## config.mk

```make
export PLATFORM = sky130hd
export DESIGN_NAME = fit_based_hole_allocator_top_flat
export DESIGN_NICKNAME = d
export VERILOG_FILES = /design/src/hw/rtl/fbha_pkg.sv /design/src/hw/rtl/fbha_if.sv /design/src/hw/rtl/fbha_ram.sv /design/src/hw/rtl/fbha_ctrl.sv /design/src/hw/rtl/fit_based_hole_allocator_top.sv /design/src/flat_wrapper.sv
export SDC_FILE = /design/constraint.sdc
export NUM_CORES = 1
export LEC_CHECK = 0
export ABC_AREA = 0
export BUFFER_PORTS_ARGS = -buffer_cell sky130_fd_sc_hd__buf_2
export CAP_MARGIN = 10
export CORE_UTILIZATION = 59
export CTS_BUF_LIST = sky130_fd_sc_hd__clkbuf_8
export DETAILED_ROUTE_END_ITERATION = 7
export PLACE_DENSITY = 0.81
export SLEW_MARGIN = 20
export SYNTH_ARGS = -nofsm -noshare
export SYNTH_HDL_FRONTEND = slang
export SYNTH_SLANG_ARGS = --single-unit
export TNS_END_PERCENT = 20
```

## constraint.sdc

```tcl
create_clock -name clk -period 5.58 [get_ports clk]
set_input_delay 1.116 -clock clk [delete_from_list [all_inputs] [get_ports clk]]
set_output_delay 1.116 -clock clk [all_outputs]
set_load 0.005 [all_outputs]
```

## src/hw/rtl/fbha_pkg.sv

```systemverilog
// Package: widths, codes and defaults shared by the hole allocator files.
`default_nettype none
package fbha_pkg;
    localparam int DEF_MAX_HOLES = 16;
    localparam int DEF_SIZE_BITS = 16;

    localparam int KIND_W     = 2;
    localparam int HIDX_W     = 4;
    localparam int SIZE_W     = 16;
    localparam int HNUM_W     = 5;
    localparam int MODE_W     = 2;
    localparam int HCNT_W     = 5;
    localparam int CFG_IDX_W  = 1;
    localparam int CFG_DATA_W = 5;

    localparam logic [KIND_W-1:0] KIND_LOAD    = 2'd0;
    localparam logic [KIND_W-1:0] KIND_ALLOC   = 2'd1;
    localparam logic [KIND_W-1:0] KIND_RESTORE = 2'd2;

    localparam logic [MODE_W-1:0] FIT_FIRST = 2'd0;
    localparam logic [MODE_W-1:0] FIT_BEST  = 2'd1;
    localparam logic [MODE_W-1:0] FIT_WORST = 2'd2;

    localparam logic [CFG_IDX_W-1:0] CFG_FIT_MODE   = 1'd0;
    localparam logic [CFG_IDX_W-1:0] CFG_HOLE_COUNT = 1'd1;

    localparam logic [HCNT_W-1:0] HOLE_COUNT_RST = 5'd16;
endpackage
`default_nettype wire

```

## src/hw/rtl/fbha_if.sv

```systemverilog
// Interfaces: request and response channels of the hole allocator.
`default_nettype none
interface fbha_req_if
    import fbha_pkg::*;
();
    logic              valid;
    logic              ready;
    logic [KIND_W-1:0] kind;
    logic [HIDX_W-1:0] hole_index;
    logic [SIZE_W-1:0] size_value;

    modport source (output valid, kind, hole_index, size_value, input ready);
    modport sink   (input valid, kind, hole_index, size_value, output ready);
endinterface

interface fbha_rsp_if
    import fbha_pkg::*;
();
    logic              valid;
    logic              ready;
    logic              granted;
    logic [HNUM_W-1:0] hole_number;

    modport source (output valid, granted, hole_number, input ready);
    modport sink   (input valid, granted, hole_number, output ready);
endinterface
`default_nettype wire

```

## src/hw/rtl/fbha_ram.sv

```systemverilog
// Simple dual-port RAM, one write and one registered read per cycle.
`default_nettype none
module fbha_ram #(
    parameter int DEPTH = 16,
    parameter int WIDTH = 16
) (
    input  wire logic                     clk,
    input  wire logic                     we,
    input  wire logic [$clog2(DEPTH)-1:0] waddr,
    input  wire logic [WIDTH-1:0]         wdata,
    input  wire logic [$clog2(DEPTH)-1:0] raddr,
    output logic      [WIDTH-1:0]         rdata
);
    logic [WIDTH-1:0] mem [DEPTH];
    logic [WIDTH-1:0] rdata_reg;

    always_ff @(posedge clk)
    begin
        if (we)
        begin
            mem[waddr] <= wdata;
        end
    end

    always_ff @(posedge clk)
    begin
        rdata_reg <= mem[raddr];
    end

    assign rdata = rdata_reg;
endmodule
`default_nettype wire

```

## src/hw/rtl/fbha_ctrl.sv

```systemverilog
// Sequencer: config registers, list init, restore, bubble sort, scan and result register.
`default_nettype none
module fbha_ctrl
    import fbha_pkg::*;
#(
    parameter int MAX_HOLES = DEF_MAX_HOLES,
    parameter int SIZE_BITS = DEF_SIZE_BITS
) (
    input  wire logic                                   clk,
    input  wire logic                                   rst_n,
    fbha_req_if.sink                                    req,
    fbha_rsp_if.source                                  rsp,
    input  wire logic                                   cfg_we,
    input  wire logic [CFG_IDX_W-1:0]                   cfg_index,
    input  wire logic [CFG_DATA_W-1:0]                  cfg_data,
    output logic                                        orig_we,
    output logic [$clog2(MAX_HOLES)-1:0]                orig_waddr,
    output logic [SIZE_BITS-1:0]                        orig_wdata,
    output logic [$clog2(MAX_HOLES)-1:0]                orig_raddr,
    input  wire logic [SIZE_BITS-1:0]                   orig_rdata,
    output logic                                        list_we,
    output logic [$clog2(MAX_HOLES)-1:0]                list_waddr,
    output logic [$clog2(MAX_HOLES)+SIZE_BITS-1:0]      list_wdata,
    output logic [$clog2(MAX_HOLES)-1:0]                list_raddr,
    input  wire logic [$clog2(MAX_HOLES)+SIZE_BITS-1:0] list_rdata
);
    localparam int IDX_W = $clog2(MAX_HOLES);
    localparam int ENT_W = IDX_W + SIZE_BITS;
    localparam logic [IDX_W-1:0] LAST_IDX = IDX_W'(MAX_HOLES - 1);

    localparam logic [3:0] S_INIT     = 4'd0;
    localparam logic [3:0] S_IDLE     = 4'd1;
    localparam logic [3:0] S_RS_RD    = 4'd2;
    localparam logic [3:0] S_RS_WR    = 4'd3;
    localparam logic [3:0] S_SO_START = 4'd4;
    localparam logic [3:0] S_SO_FIRST = 4'd5;
    localparam logic [3:0] S_SO_RD    = 4'd6;
    localparam logic [3:0] S_SO_CMP   = 4'd7;
    localparam logic [3:0] S_SO_END   = 4'd8;
    localparam logic [3:0] S_SC_RD    = 4'd9;
    localparam logic [3:0] S_SC_CHK   = 4'd10;

    logic [3:0]          state_reg, state_next;
    logic [MODE_W-1:0]   mode_reg;
    logic [HCNT_W-1:0]   hcount_reg;
    logic [IDX_W-1:0]    cnt_reg, cnt_next;
    logic [IDX_W-1:0]    lim_reg, lim_next;
    logic [IDX_W-1:0]    last_reg, last_next;
    logic [SIZE_BITS-1:0] size_reg, size_next;
    logic [ENT_W-1:0]    carry_reg, carry_next;
    logic                out_valid_reg, out_valid_next;
    logic                granted_reg, granted_next;
    logic [HNUM_W-1:0]   hnum_reg, hnum_next;

    logic                accept;
    logic [31:0]         n_int;
    logic [SIZE_BITS-1:0] ent_rem;
    logic [IDX_W-1:0]    ent_hole;
    logic                hit;
    logic                slot_free;

    assign accept    = req.valid && req.ready;
    assign ent_rem   = list_rdata[SIZE_BITS-1:0];
    assign ent_hole  = list_rdata[ENT_W-1:SIZE_BITS];
    assign hit       = ent_rem >= size_reg;
    assign slot_free = !out_valid_reg || rsp.ready;

    assign req.ready       = state_reg == S_IDLE;
    assign rsp.valid       = out_valid_reg;
    assign rsp.granted     = granted_reg;
    assign rsp.hole_number = hnum_reg;

    always_comb
    begin
        if (hcount_reg == '0)
        begin
            n_int = 32'd1;
        end
        else if (32'(hcount_reg) > 32'(MAX_HOLES))
        begin
            n_int = 32'(MAX_HOLES);
        end
        else
        begin
            n_int = 32'(hcount_reg);
        end
    end

    always_ff @(posedge clk or negedge rst_n)
    begin
        if (!rst_n)
        begin
            mode_reg   <= FIT_FIRST;
            hcount_reg <= HOLE_COUNT_RST;
        end
        else if (cfg_we)
        begin
            unique case (cfg_index)
                CFG_FIT_MODE:   mode_reg   <= cfg_data[MODE_W-1:0];
                CFG_HOLE_COUNT: hcount_reg <= cfg_data[HCNT_W-1:0];
                default:        ;
            endcase
        end
    end

    always_comb
    begin
        state_next     = state_reg;
        cnt_next       = cnt_reg;
        lim_next       = lim_reg;
        last_next      = last_reg;
        size_next      = size_reg;
        carry_next     = carry_reg;
        out_valid_next = out_valid_reg && !rsp.ready;
        granted_next   = granted_reg;
        hnum_next      = hnum_reg;
        orig_we        = 1'b0;
        orig_waddr     = IDX_W'(req.hole_index);
        orig_wdata     = SIZE_BITS'(req.size_value);
        orig_raddr     = cnt_reg;
        list_we        = 1'b0;
        list_waddr     = cnt_reg;
        list_wdata     = {cnt_reg, {SIZE_BITS{1'b0}}};
        list_raddr     = cnt_reg;

        unique case (state_reg)
            S_INIT:
            begin
                list_we = 1'b1;
                if (cnt_reg == LAST_IDX)
                begin
                    state_next = S_IDLE;
                end
                else
                begin
                    cnt_next = cnt_reg + 1'b1;
                end
            end
            S_IDLE:
            begin
                if (accept)
                begin
                    case (req.kind)
                        KIND_LOAD:
                        begin
                            orig_we = 32'(req.hole_index) < 32'(MAX_HOLES);
                        end
                        KIND_RESTORE:
                        begin
                            cnt_next   = '0;
                            state_next = S_RS_RD;
                        end
                        KIND_ALLOC:
                        begin
                            size_next = SIZE_BITS'(req.size_value);
                            last_next = IDX_W'(n_int - 32'd1);
                            lim_next  = IDX_W'(n_int - 32'd1);
                            if ((mode_reg == FIT_BEST || mode_reg == FIT_WORST)
                                && n_int > 32'd1)
                            begin
                                state_next = S_SO_START;
                            end
                            else
                            begin
                                cnt_next   = (mode_reg == FIT_WORST) ?
                                             IDX_W'(n_int - 32'd1) : '0;
                                state_next = S_SC_RD;
                            end
                        end
                        default: ;
                    endcase
                end
            end
            S_RS_RD:
            begin
                state_next = S_RS_WR;
            end
            S_RS_WR:
            begin
                list_we    = 1'b1;
                list_wdata = {cnt_reg, orig_rdata};
                if (cnt_reg == LAST_IDX)
                begin
                    state_next = S_IDLE;
                end
                else
                begin
                    cnt_next   = cnt_reg + 1'b1;
                    state_next = S_RS_RD;
                end
            end
            S_SO_START:
            begin
                list_raddr = '0;
                cnt_next   = '0;
                state_next = S_SO_FIRST;
            end
            S_SO_FIRST:
            begin
                carry_next = list_rdata;
                state_next = S_SO_RD;
            end
            S_SO_RD:
            begin
                list_raddr = cnt_reg + 1'b1;
                state_next = S_SO_CMP;
            end
            S_SO_CMP:
            begin
                list_we = 1'b1;
                if (carry_reg[SIZE_BITS-1:0] > ent_rem)
                begin
                    list_wdata = list_rdata;
                end
                else
                begin
                    list_wdata = carry_reg;
                    carry_next = list_rdata;
                end
                cnt_next   = cnt_reg + 1'b1;
                state_next = (cnt_reg + 1'b1 == lim_reg) ? S_SO_END : S_SO_RD;
            end
            S_SO_END:
            begin
                list_we    = 1'b1;
                list_wdata = carry_reg;
                if (lim_reg == IDX_W'(1))
                begin
                    cnt_next   = (mode_reg == FIT_WORST) ? last_reg : '0;
                    state_next = S_SC_RD;
                end
                else
                begin
                    lim_next   = lim_reg - 1'b1;
                    state_next = S_SO_START;
                end
            end
            S_SC_RD:
            begin
                state_next = S_SC_CHK;
            end
            S_SC_CHK:
            begin
                if (hit || mode_reg == FIT_WORST || cnt_reg == last_reg)
                begin
                    if (slot_free)
                    begin
                        out_valid_next = 1'b1;
                        granted_next   = hit;
                        hnum_next      = hit ? HNUM_W'({1'b0, ent_hole} + 1'b1) : '0;
                        list_we        = hit;
                        list_wdata     = {ent_hole, ent_rem - size_reg};
                        state_next     = S_IDLE;
                    end
                end
                else
                begin
                    cnt_next   = cnt_reg + 1'b1;
                    state_next = S_SC_RD;
                end
            end
            default:
            begin
                state_next = S_IDLE;
            end
        endcase
    end

    always_ff @(posedge clk or negedge rst_n)
    begin
        if (!rst_n)
        begin
            state_reg     <= S_INIT;
            cnt_reg       <= '0;
            out_valid_reg <= 1'b0;
        end
        else
        begin
            state_reg     <= state_next;
            cnt_reg       <= cnt_next;
            out_valid_reg <= out_valid_next;
        end
    end

    always_ff @(posedge clk)
    begin
        lim_reg     <= lim_next;
        last_reg    <= last_next;
        size_reg    <= size_next;
        carry_reg   <= carry_next;
        granted_reg <= granted_next;
        hnum_reg    <= hnum_next;
    end

    a_nogrant_zero: assert property (@(posedge clk) disable iff (!rst_n)
        out_valid_reg && !granted_reg |-> hnum_reg == '0)
        else $error("refused word carries a hole number");

    a_grant_nonzero: assert property (@(posedge clk) disable iff (!rst_n)
        out_valid_reg && granted_reg |-> hnum_reg != '0)
        else $error("granted word carries hole number zero");

    a_rise_from_scan: assert property (@(posedge clk) disable iff (!rst_n)
        $rose(out_valid_reg) |-> $past(state_reg) == S_SC_CHK)
        else $error("response raised outside scan check");

    a_alloc_busy: assert property (@(posedge clk) disable iff (!rst_n)
        accept && req.kind == KIND_ALLOC |=> !req.ready)
        else $error("request taken while allocation in progress");
endmodule
`default_nettype wire

```

## src/hw/rtl/fit_based_hole_allocator_top.sv

```systemverilog
// Top level: hole allocator with original-size RAM, ordered list RAM and sequencer.
//
//  channel | dir | handshake          | word
//  req     | in  | valid/ready        | kind, hole_index, size_value
//  rsp     | out | valid/ready        | granted, hole_number
//  cfg     | in  | cfg_we             | cfg_index, cfg_data
//
// Load writes one original size. Restore copies the original sizes into the list in
// hole order, a read then a write per entry. Allocate reads and checks each entry
// scanned; best and worst fit first bubble-sort the list in RAM, passes of length
// n-1 down to 1 (n holes in use). After reset the list RAM is set to hole order,
// req not ready. A pending response stalls only the end of an allocation.
`default_nettype none
module fit_based_hole_allocator_top
    import fbha_pkg::*;
#(
    parameter int MAX_HOLES = DEF_MAX_HOLES,
    parameter int SIZE_BITS = DEF_SIZE_BITS
) (
    input  wire logic                  clk,
    input  wire logic                  rst_n,
    fbha_req_if.sink                   req,
    fbha_rsp_if.source                 rsp,
    input  wire logic                  cfg_we,
    input  wire logic [CFG_IDX_W-1:0]  cfg_index,
    input  wire logic [CFG_DATA_W-1:0] cfg_data
);
    localparam int IDX_W = $clog2(MAX_HOLES);
    localparam int ENT_W = IDX_W + SIZE_BITS;

    logic                 orig_we;
    logic [IDX_W-1:0]     orig_waddr;
    logic [SIZE_BITS-1:0] orig_wdata;
    logic [IDX_W-1:0]     orig_raddr;
    logic [SIZE_BITS-1:0] orig_rdata;
    logic                 list_we;
    logic [IDX_W-1:0]     list_waddr;
    logic [ENT_W-1:0]     list_wdata;
    logic [IDX_W-1:0]     list_raddr;
    logic [ENT_W-1:0]     list_rdata;

    fbha_ram #(.DEPTH(MAX_HOLES), .WIDTH(SIZE_BITS)) u_orig (
        .clk   (clk),
        .we    (orig_we),
        .waddr (orig_waddr),
        .wdata (orig_wdata),
        .raddr (orig_raddr),
        .rdata (orig_rdata)
    );

    fbha_ram #(.DEPTH(MAX_HOLES), .WIDTH(ENT_W)) u_list (
        .clk   (clk),
        .we    (list_we),
        .waddr (list_waddr),
        .wdata (list_wdata),
        .raddr (list_raddr),
        .rdata (list_rdata)
    );

    fbha_ctrl #(.MAX_HOLES(MAX_HOLES), .SIZE_BITS(SIZE_BITS)) u_ctrl (
        .clk        (clk),
        .rst_n      (rst_n),
        .req        (req),
        .rsp        (rsp),
        .cfg_we     (cfg_we),
        .cfg_index  (cfg_index),
        .cfg_data   (cfg_data),
        .orig_we    (orig_we),
        .orig_waddr (orig_waddr),
        .orig_wdata (orig_wdata),
        .orig_raddr (orig_raddr),
        .orig_rdata (orig_rdata),
        .list_we    (list_we),
        .list_waddr (list_waddr),
        .list_wdata (list_wdata),
        .list_raddr (list_raddr),
        .list_rdata (list_rdata)
    );
endmodule
`default_nettype wire

```

## src/flat_wrapper.sv

```systemverilog
// flat-port wrapper written by rule: the top's interface ports become plain ports
module fit_based_hole_allocator_top_flat import fbha_pkg::*;
#(
    parameter int MAX_HOLES = DEF_MAX_HOLES,
    parameter int SIZE_BITS = DEF_SIZE_BITS
)
  (clk, rst_n, cfg_we, cfg_index, cfg_data, req_valid, req_kind, req_hole_index, req_size_value, req_ready, rsp_valid, rsp_granted, rsp_hole_number, rsp_ready);
  fbha_req_if req_i ();
  fbha_rsp_if rsp_i ();
  input  wire logic clk;
  input  wire logic rst_n;
  input  wire logic cfg_we;
  input  wire logic [CFG_IDX_W-1:0] cfg_index;
  input  wire logic [CFG_DATA_W-1:0] cfg_data;
  input wire logic [$bits(req_i.valid)-1:0] req_valid;
  input wire logic [$bits(req_i.kind)-1:0] req_kind;
  input wire logic [$bits(req_i.hole_index)-1:0] req_hole_index;
  input wire logic [$bits(req_i.size_value)-1:0] req_size_value;
  output wire logic [$bits(req_i.ready)-1:0] req_ready;
  output wire logic [$bits(rsp_i.valid)-1:0] rsp_valid;
  output wire logic [$bits(rsp_i.granted)-1:0] rsp_granted;
  output wire logic [$bits(rsp_i.hole_number)-1:0] rsp_hole_number;
  input wire logic [$bits(rsp_i.ready)-1:0] rsp_ready;
  assign req_i.valid = req_valid;
  assign req_i.kind = req_kind;
  assign req_i.hole_index = req_hole_index;
  assign req_i.size_value = req_size_value;
  assign req_ready = req_i.ready;
  assign rsp_valid = rsp_i.valid;
  assign rsp_granted = rsp_i.granted;
  assign rsp_hole_number = rsp_i.hole_number;
  assign rsp_i.ready = rsp_ready;
  fit_based_hole_allocator_top #(.MAX_HOLES(MAX_HOLES), .SIZE_BITS(SIZE_BITS)) u_core (.clk(clk), .rst_n(rst_n), .req(req_i), .rsp(rsp_i), .cfg_we(cfg_we), .cfg_index(cfg_index), .cfg_data(cfg_data));
endmodule
```

==> results.cfg <==
[critical_path]
path_class = register to register
worst-endpoint-arrival_ns = 4.51
crit_path_end_kind = register
critPathRequiredTime_ns = 5.88
crit_path_start_kind = register
timing.critical_path.fanout_max = 35

[synth]
synth-edff-count = 626
synth.net_count = 1664
syn_avg_cell_area_um2 = 17.74
netlist_top_cells_area = edfxtp_1 (67%), mux2i_1 (11%), mux4_2 (6.4%)
yosysSeqAreaShare = 0.7072
yosys_warnings = 0
synth.ff_latch_count = 678
netlist-cell-type-count = 74
synth_most_common_cell = edfxtp_1
synth_top_cell_by_area = edfxtp_1
ys.flop_type = edfxtp_1
synth_async_sr_flop_share = 0.02360
synth_commonest_cells = edfxtp_1 (626), mux2i_1 (300), mux4_2 (80), nor2_1 (45)
netlist_area_um2 = 28170
synth_top_area_frac = 0.6673
postSynthCellCount = 1588

[routing]
post_drt_via_cell_ratio = 6.204
drt_wl_total_um = 58550
drc = 2
initialDrtViolationCount = 1721
postRouteAntennaNets = 0
wl_per_cell_um = 24.50
detailroute.via_count = 14827
drt-pass1-iter-count = 8

[final_layout]
largest_registers = u_core.u_list.mem (320), u_core.u_orig.mem (256)
seq_area_um2 = 19930
insertedDiodeCount = 0
multi_input_comb_area_um2 = 7898
top_register_by_number_of_flip_flops = u_core.u_list.mem
design.final.nets = 1775
drive_above_1_share = 0.1907
n_fill_cell = 3016
largest_reg_flops = 320
postLayoutCellArea_um2 = 31260
area.growth.synth_to_final_pct = 10.98

[clocking]
tritoncts = yes
cts_resized = 0
clkTransAtPathRegs_ns = 0.06
ctsHtreeMaxLevel = 3
clkLatencyLatePin_ns = 0.69
numCtsBuffers = 101
clockBufferDepth = 3
cts_post_setup_buffers_inserted = 0
ctsRootBufferMaster = clkbuf_8
cts_hold_buffers = 0
tritoncts_num_sinks = 678

[floorplanning]
core-area_um2 = 46850
floorplan.die.height_um = 220.5
pin_count = 41
floorplan.initialDensity = 0.6012
floorplan.die_area_um2 = 48620
std_cell_rows = 79
die_x_um = 220.5

[grt]
pin_count_of_the_biggest_net_entering_global_routing = 81
overflow = 0
antenna_found_initial = 0
grt_pass1_vias = 15227
first_pass_grt_wire_length_um = 87490
globalRouteTotalUtil = 0.2464

[timing]
rsz0062_at_grt = no
fin_crit_ns = 4.203
hold_viol = 0
final-max-slew-violation-count = 0
fin_ws_ns = 1.377
relSlewSlack = 0.2065
timing.final.crit_share = 0.7532
achievable-frequency_mhz = 237.9
fin_worst_skew_ns = 0.02740
worst_slew_pin_slew_ns = 1.189
setup_viol_count_final = 0
whs_ns = 0.3397
timing.setup.tns_ns = 0

[outcome]
violated_checks = DRC
run_status = finished, violations left

[min_path]
min_path_type = primary input to asynchronous set/reset pin

[pwr]
vdd_drop_max_v = 0.0003691
powerDensity_nw_per_um2 = 475.5
tot_pwr_w = 0.01487
cellLeakagePower_nw = 11.84

[placement]
place_ws_ns = 1.440
weighted_congestion_reported_at_the_end_of_routability_driven_placement = 0.8549
port_buffers = 40
placed_cell_area_um2 = 29250
post-dp-hpwl_um = 35040

[job]
drv_cap = 0
-- per-layer routing --
metal / vias up / track usage / wire length, um
met5: - / 0 / 0
met4: 0 / 0.09521 / 1684
met3: 129 / 0.04852 / 4150
met2: 644 / 0.4169 / 29490
met1: 7496 / 0.3161 / 23220
li1: 6558 / - / -
-- layout by cell type, fill, tap and decap left out, drive strengths merged, types with 5 or more instances in the layout --
cell / Yosys / layout
edfxtp: 626 / 626
mux2i: 300 / 300
clkbuf: 21 / 116
inv: 45 / 81
mux4: 80 / 80
buf: 48 / 77
nor2: 45 / 45
ha: 42 / 42
nand2: 39 / 39
dfxtp: 36 / 36
o21ai: 35 / 35
clkinv: 0 / 28
a21oi: 26 / 26
xnor2: 22 / 22
nor3: 17 / 17
nand2b: 15 / 15
and2: 15 / 15
dfrtp: 15 / 15
nand3: 14 / 14
a222oi: 14 / 14
nor2b: 12 / 12
and3: 11 / 11
xor2: 9 / 9
mux2: 9 / 9
o31ai: 7 / 7
a31oi: 7 / 7
a21o: 5 / 5
or2: 5 / 5
-- cell type report --
type,instances,share of cell area
Inverter,45,0.005403
Tap cell,607,0.02430
Sequential cell,678,0.6374
Clock buffer,116,0.05107
Timing Repair Buffer,77,0.01649
Multi-Input combinational cell,796,0.2526
Clock inverter,71,0.01265
-- metrics by stage --
| step | util | instances |
|---|---|---|
| global placement | 0.6239 | 2203 |
| CTS | 0.6668 | 2390 |
| detailed placement | 0.6243 | 2203 |
| floorplan | - | 1588 |
| finish | 0.6672 | 2390 |
| global route | 0.6672 | 2390 |
-- kinds of logic after synthesis --
family | synth area share
AO/OA/AOI/OAI | 0.03838
XOR/XNOR | 0.009639
adder cells (fa/ha/maj) | 0.01972
buffers and inverters | 0.01759
flip-flops | 0.7072
multiplexers | 0.1742
AND/OR/NAND/NOR | 0.03331
-- power by group --
part	total (W)	internal, W	leakage [nW]	switching [W]
logic	0.00434	0.00189	4.41	0.00245
clock network	0.00391	0.00208	1.14	0.00184
registers	0.00662	0.00619	6.29	0.000422
-- critical path: stages (launching register included) --
cell	delay (ns)
dfrtp_2	1.10
xnor2_1	0.23
a41o_1	0.26
nor3_1	0.07
or2_2	0.29
a31oi_4	0.24
nand2_1	0.50
o211ai_1	1.11
-- worst paths after layout --
check	startpoint	end	slack [ns]	depth (start not counted)
min in group clk	u_core.u_list.rdata[9]	u_core.u_ctrl.carry_reg[9]	0.50	0
max in group asynchronous	rst_n	u_core.u_ctrl.hcount_reg[4]	4.93	1
setup / recovery	u_core.u_ctrl.list_waddr[2]	u_core.u_list.mem[9][1]	1.38	7
setup reg to reg	u_core.u_ctrl.list_waddr[2]	u_core.u_list.mem[9][1]	1.38	7
hold reg to reg	u_core.u_list.rdata[9]	u_core.u_ctrl.carry_reg[9]	0.50	0
hold / removal	rst_n	u_core.u_ctrl.list_waddr[0]	0.34	1
Note: power is estimated with default switching activity, not from simulation.
